==> config.mk <==
export PLATFORM = sky130hd
export DESIGN_NAME = tdpt_rem_unit
export DESIGN_NICKNAME = d
export VERILOG_FILES = /design/src/hdl/tdpt_pkg.sv /design/src/hdl/tdpt_rem_unit.sv
export SDC_FILE = /design/constraint.sdc
export NUM_CORES = 1
export LEC_CHECK = 0
export BUFFER_PORTS_ARGS = -buffer_cell sky130_fd_sc_hd__buf_2
export CORE_MARGIN = 2
export CORE_UTILIZATION = 50
export CTS_BUF_LIST = sky130_fd_sc_hd__clkbuf_2
export DETAILED_ROUTE_END_ITERATION = 10
export PLACE_DENSITY = 0.82
export RECOVER_POWER = 50
export SETUP_SLACK_MARGIN = 0.2
export SLEW_MARGIN = 20
export SYNTH_ARGS = -nofsm -noshare
export SYNTH_HDL_FRONTEND = slang
export SYNTH_SLANG_ARGS = --single-unit
export TNS_END_PERCENT = 20
==> constraint.sdc <==
create_clock -name aclk -period 7.25 [get_ports aclk]
set_clock_uncertainty 0.1 [all_clocks]
set_input_delay 0.725 -clock aclk [delete_from_list [all_inputs] [get_ports aclk]]
set_output_delay 0.725 -clock aclk [all_outputs]
set_load 0.005 [all_outputs]
==> src/hdl/tdpt_pkg.sv <==
// ----------------------------------------------------------------------------
// tdpt_pkg
// Shared widths, constants and types of the trial division prime tester.
// ----------------------------------------------------------------------------
package tdpt_pkg;

    localparam int VALUE_WIDTH   = 16;
    localparam int COUNT_WIDTH   = 16;
    // A trial divisor never goes past floor(sqrt(n)) + 1.
    localparam int DIV_WIDTH     = (VALUE_WIDTH + 1) / 2 + 1;
    localparam int SQ_WIDTH      = VALUE_WIDTH + 1;
    localparam int STEP_WIDTH    = $clog2(VALUE_WIDTH);
    localparam int S_TDATA_WIDTH = ((VALUE_WIDTH + 7) / 8) * 8;
    localparam int M_TDATA_WIDTH = ((VALUE_WIDTH + 2 * COUNT_WIDTH + 7) / 8) * 8;
    localparam int FIRST_DIVISOR = 2;

    typedef struct packed {
        logic                   start;
        logic [VALUE_WIDTH-1:0] dividend;
        logic [DIV_WIDTH-1:0]   divisor;
    } rem_request_t;

    typedef struct packed {
        logic busy;
        logic done;
        logic rem_zero;
    } rem_status_t;

endpackage

==> src/hdl/tdpt_rem_unit.sv <==
// ----------------------------------------------------------------------------
// tdpt_rem_unit
// Bit-serial restoring remainder: one dividend bit per cycle, MSB first.
// ----------------------------------------------------------------------------
module tdpt_rem_unit
    import tdpt_pkg::*;
(
    input  logic         aclk,
    input  logic         aresetn,
    input  rem_request_t req,
    output rem_status_t  stat
);

    logic [VALUE_WIDTH-1:0] shift_reg;
    logic [DIV_WIDTH-1:0]   rem_reg;
    logic [DIV_WIDTH-1:0]   div_reg;
    logic [STEP_WIDTH-1:0]  step_reg;
    logic                   busy_reg;
    logic                   done_reg;
    logic                   zero_reg;

    logic [DIV_WIDTH:0]     trial;
    logic                   fits;
    logic [DIV_WIDTH-1:0]   rem_next;

    always_comb begin
        trial = {rem_reg, shift_reg[VALUE_WIDTH-1]};
        fits  = (trial >= {1'b0, div_reg});
        if (fits) begin
            rem_next = DIV_WIDTH'(trial - {1'b0, div_reg});
        end else begin
            rem_next = trial[DIV_WIDTH-1:0];
        end
    end

    always_ff @(posedge aclk) begin
        if (!aresetn) begin
            busy_reg <= 1'b0;
            done_reg <= 1'b0;
        end else begin
            done_reg <= 1'b0;
            if (busy_reg) begin
                shift_reg <= {shift_reg[VALUE_WIDTH-2:0], 1'b0};
                rem_reg   <= rem_next;
                step_reg  <= step_reg - 1'b1;
                if (step_reg == '0) begin
                    busy_reg <= 1'b0;
                    done_reg <= 1'b1;
                    zero_reg <= (rem_next == '0);
                end
            end else if (req.start) begin
                shift_reg <= req.dividend;
                div_reg   <= req.divisor;
                rem_reg   <= '0;
                step_reg  <= STEP_WIDTH'(VALUE_WIDTH - 1);
                busy_reg  <= 1'b1;
            end
        end
    end

    assign stat.busy     = busy_reg;
    assign stat.done     = done_reg;
    assign stat.rem_zero = zero_reg;

    // A finished remainder always follows the last busy cycle.
    a_done_after_busy: assert property (@(posedge aclk) disable iff (!aresetn)
        done_reg |-> $past(busy_reg) && !busy_reg)
        else $error("remainder done without a preceding busy cycle");

endmodule

==> qor.yml <==
outcome:
  status: "finished with violations"
  violations: "max-capacitance violations, max-slew violations"
floorplanning:
  initial_core_util: 0.5188
  die_w_um: 70.99
  num_rows: 24
  die_h_um: 70.99
  die_area_um2: 5039
  core_area_um2: 4324
  ioPinCount: 31
synthesis:
  ys_seq_elements: 41
  ys_types: 47
  synth_largest_area_cell: "edfxtp_1"
  synth.most_common_cell: "edfxtp_1"
  syn_inst: 183
  synth-async-reset-ratio: 0
  synth_edf_count: 39
  synth_top_area_frac: 0.5220
  ys_warn_count: 0
  yosysSeqAreaShare: 0.5399
  synth_area_leaders: "edfxtp_1 52%, mux2_2 7.5%, ha_1 5.6%"
  synth_common_cells: "39 x edfxtp_1, 15 x mux2_2, 14 x inv_1"
  ys.flop_type: "edfxtp_1"
  synth_area_per_cell_um2: 12.26
  synth.cell_area_um2: 2243
  syn_nets: 222
timing:
  fin_crit_sh: 0.3995
  setup_viol: 0
  holdWs_ns: 0.3850
  max_freq_mhz: 345.2
  maxSlewHeadroom: -0.05195
  period_minus_slack_ns: 2.897
  setup_tns_ns: 0
  tightest_slew_ns: 1.578
  rsz0062_at_grt: "false"
  final_hold_viol_count: 0
  drv_slew: 31
worst_setup_path:
  crit_fanout: 30
  cp-end-kind: "flip-flop"
  slowest_stage: "clkbuf_1"
  worst_setup_path_start_kind: "flip-flop"
  crit_arrival_ns: 2.80
  timing.rr.end: "shift_reg[3]"
  r2r_cells: 2
  r2r-start: "busy_reg"
  required_ns: 7.15
  slowest_delay_ns: 1.14
  worstSetupPathType: "flip-flop to flip-flop"
  cp_cell_sequence: "o21a_1, clkbuf_1"
  r2r_slack_ns: 4.35
final_layout:
  largest_reg_flops: 16
  stdcell_count: 265
  post-route-util: 0.5709
  layout-drive-gt1-share: 0.2770
  final_nets: 251
  final_area_um2: 2469
  diodes: 0
  syn_to_final_growth_pct: 10.04
routing:
  first_pass_iters: 4
  wl_per_cell_um: 14.67
  routed_wl_mm: 3.888
  viasPerCell: 5.566
  num_vias: 1475
  drt_iter0_drc: 65
  antenna_left: 0
  drc: 0
min_path:
  hold_path_class: "input pin to flip-flop"
  holdPathEnd: "div_reg[7]"
  hp-start: "req[7]"
  worstHoldPathCells: 1
clock_tree:
  cts_root_buf: "clkbuf_2"
  post_cts_resized: 0
  clk-insertion-delay-late_ns: 0.39
  numCtsBuffers: 5
  clk_path_buf_depth: 2
  cts_setup_buffers: 0
  postCtsHoldBufs: 0
  cts_tree: "done"
  clk_pin_slew_ns: 0.20
  htree_levels: 2
  cts.sink_count: 41
place:
  placed_area_um2: 2409
  dp_hpwl_mm: 2.907
  place_inst: 257
  globalplace.congestion: 0.8386
  port_buffers: 30
grt:
  grt_antenna_before_repair: 0
  grt_pass1_vias: 1434
  grt_first_pass_wirelength_mm: 6.361
  grt_usage: 0.1631
  grt_overflow_total: 0
  grt_max_degree: 31
power:
  leakage_uw: 0.001000
  irDropWorstVdd_mv: 0.1773
  p_per_area_nw_per_um2: 204.6
job:
  max_cap_violations: 1
## metal layers
metal	GRT usage	up-vias	share of wire
met5	0	-	0
met1	0.2004	691	0.43
li1	-	744	-
met3	0.04843	4	0.044
met2	0.2700	36	0.51
met4	0.06709	0	0.010
## worst max-delay path, delay by kind of cell (launching register included)
family	cells	cell delay, ns
AO/OA/AOI/OAI	1	0.23
buffers and inverters	1	1.14
flip-flops	1	1.03
## through the flow
step                      setup WS [ns]  power [uW]
final                             4.353       505.0
after global routing              4.052       528.5
after CTS                         4.631       509.0
after detailed placement          4.669       378.4
after global placement            4.785       376.3
after floorplan                   4.843       356.8
## area by class of cell
class | count | area (um2)
Tap cell | 52 | 65.06
Timing Repair Buffer | 31 | 153.9
Clock inverter | 2 | 33.78
Sequential cell | 41 | 1211
Inverter | 14 | 52.55
Multi-Input combinational cell | 119 | 922.1
Clock buffer | 6 | 30.03
Fill cell | 392 | 1856
## cells in the final DEF, fill, tap and decap left out, drive strengths merged, types with 2 or more instances in the layout
| cell type | n |
|---|---|
| inv | 14 |
| a211oi | 3 |
| nor3 | 8 |
| and3 | 6 |
| nor2 | 7 |
| o21ai | 5 |
| edfxtp | 39 |
| clkbuf | 7 |
| buf | 30 |
| a21o | 3 |
| o21a | 4 |
| and2 | 5 |
| nand4 | 5 |
| or3 | 2 |
| o22ai | 2 |
| or2 | 2 |
| mux2 | 15 |
| xnor2 | 4 |
| ha | 10 |
| a21oi | 5 |
| nand2 | 9 |
| nand2b | 2 |
| o311ai | 2 |
| o2111ai | 2 |
| nor2b | 3 |
| dfxtp | 2 |
## where the power goes
group	switching, uW	total [uW]	internal, uW
Sequential	9.76	287	277
Combinational	46.7	87.4	40.7
Clock	72.0	131	58.9
## cell families after synthesis
| family | synth area share |
|---|---|
| AOI/OAI and AO/OA | 0.1244 |
| xor gates and xnor gates | 0.01952 |
| adders and majority gates | 0.06470 |
| buffers and inverters | 0.04908 |
| DFF | 0.5399 |
| muxes | 0.07975 |
| and+or+nand+nor | 0.1227 |
## worst max-delay path by stage
stage	cells after the start	startpoint	to	slack (ns)
3_5_place_dp	8	shift_reg[15]	rem_reg[6]	4.67
2_1_floorplan	9	shift_reg[15]	rem_reg[6]	4.84
6_report	2	busy_reg	shift_reg[3]	4.35
4_1_cts	8	shift_reg[15]	zero_reg	4.63
5_1_grt	2	busy_reg	shift_reg[3]	4.05
3_3_place_gp	8	shift_reg[15]	rem_reg[6]	4.79
No activity file was read; power rests on OpenSTA's default activity.
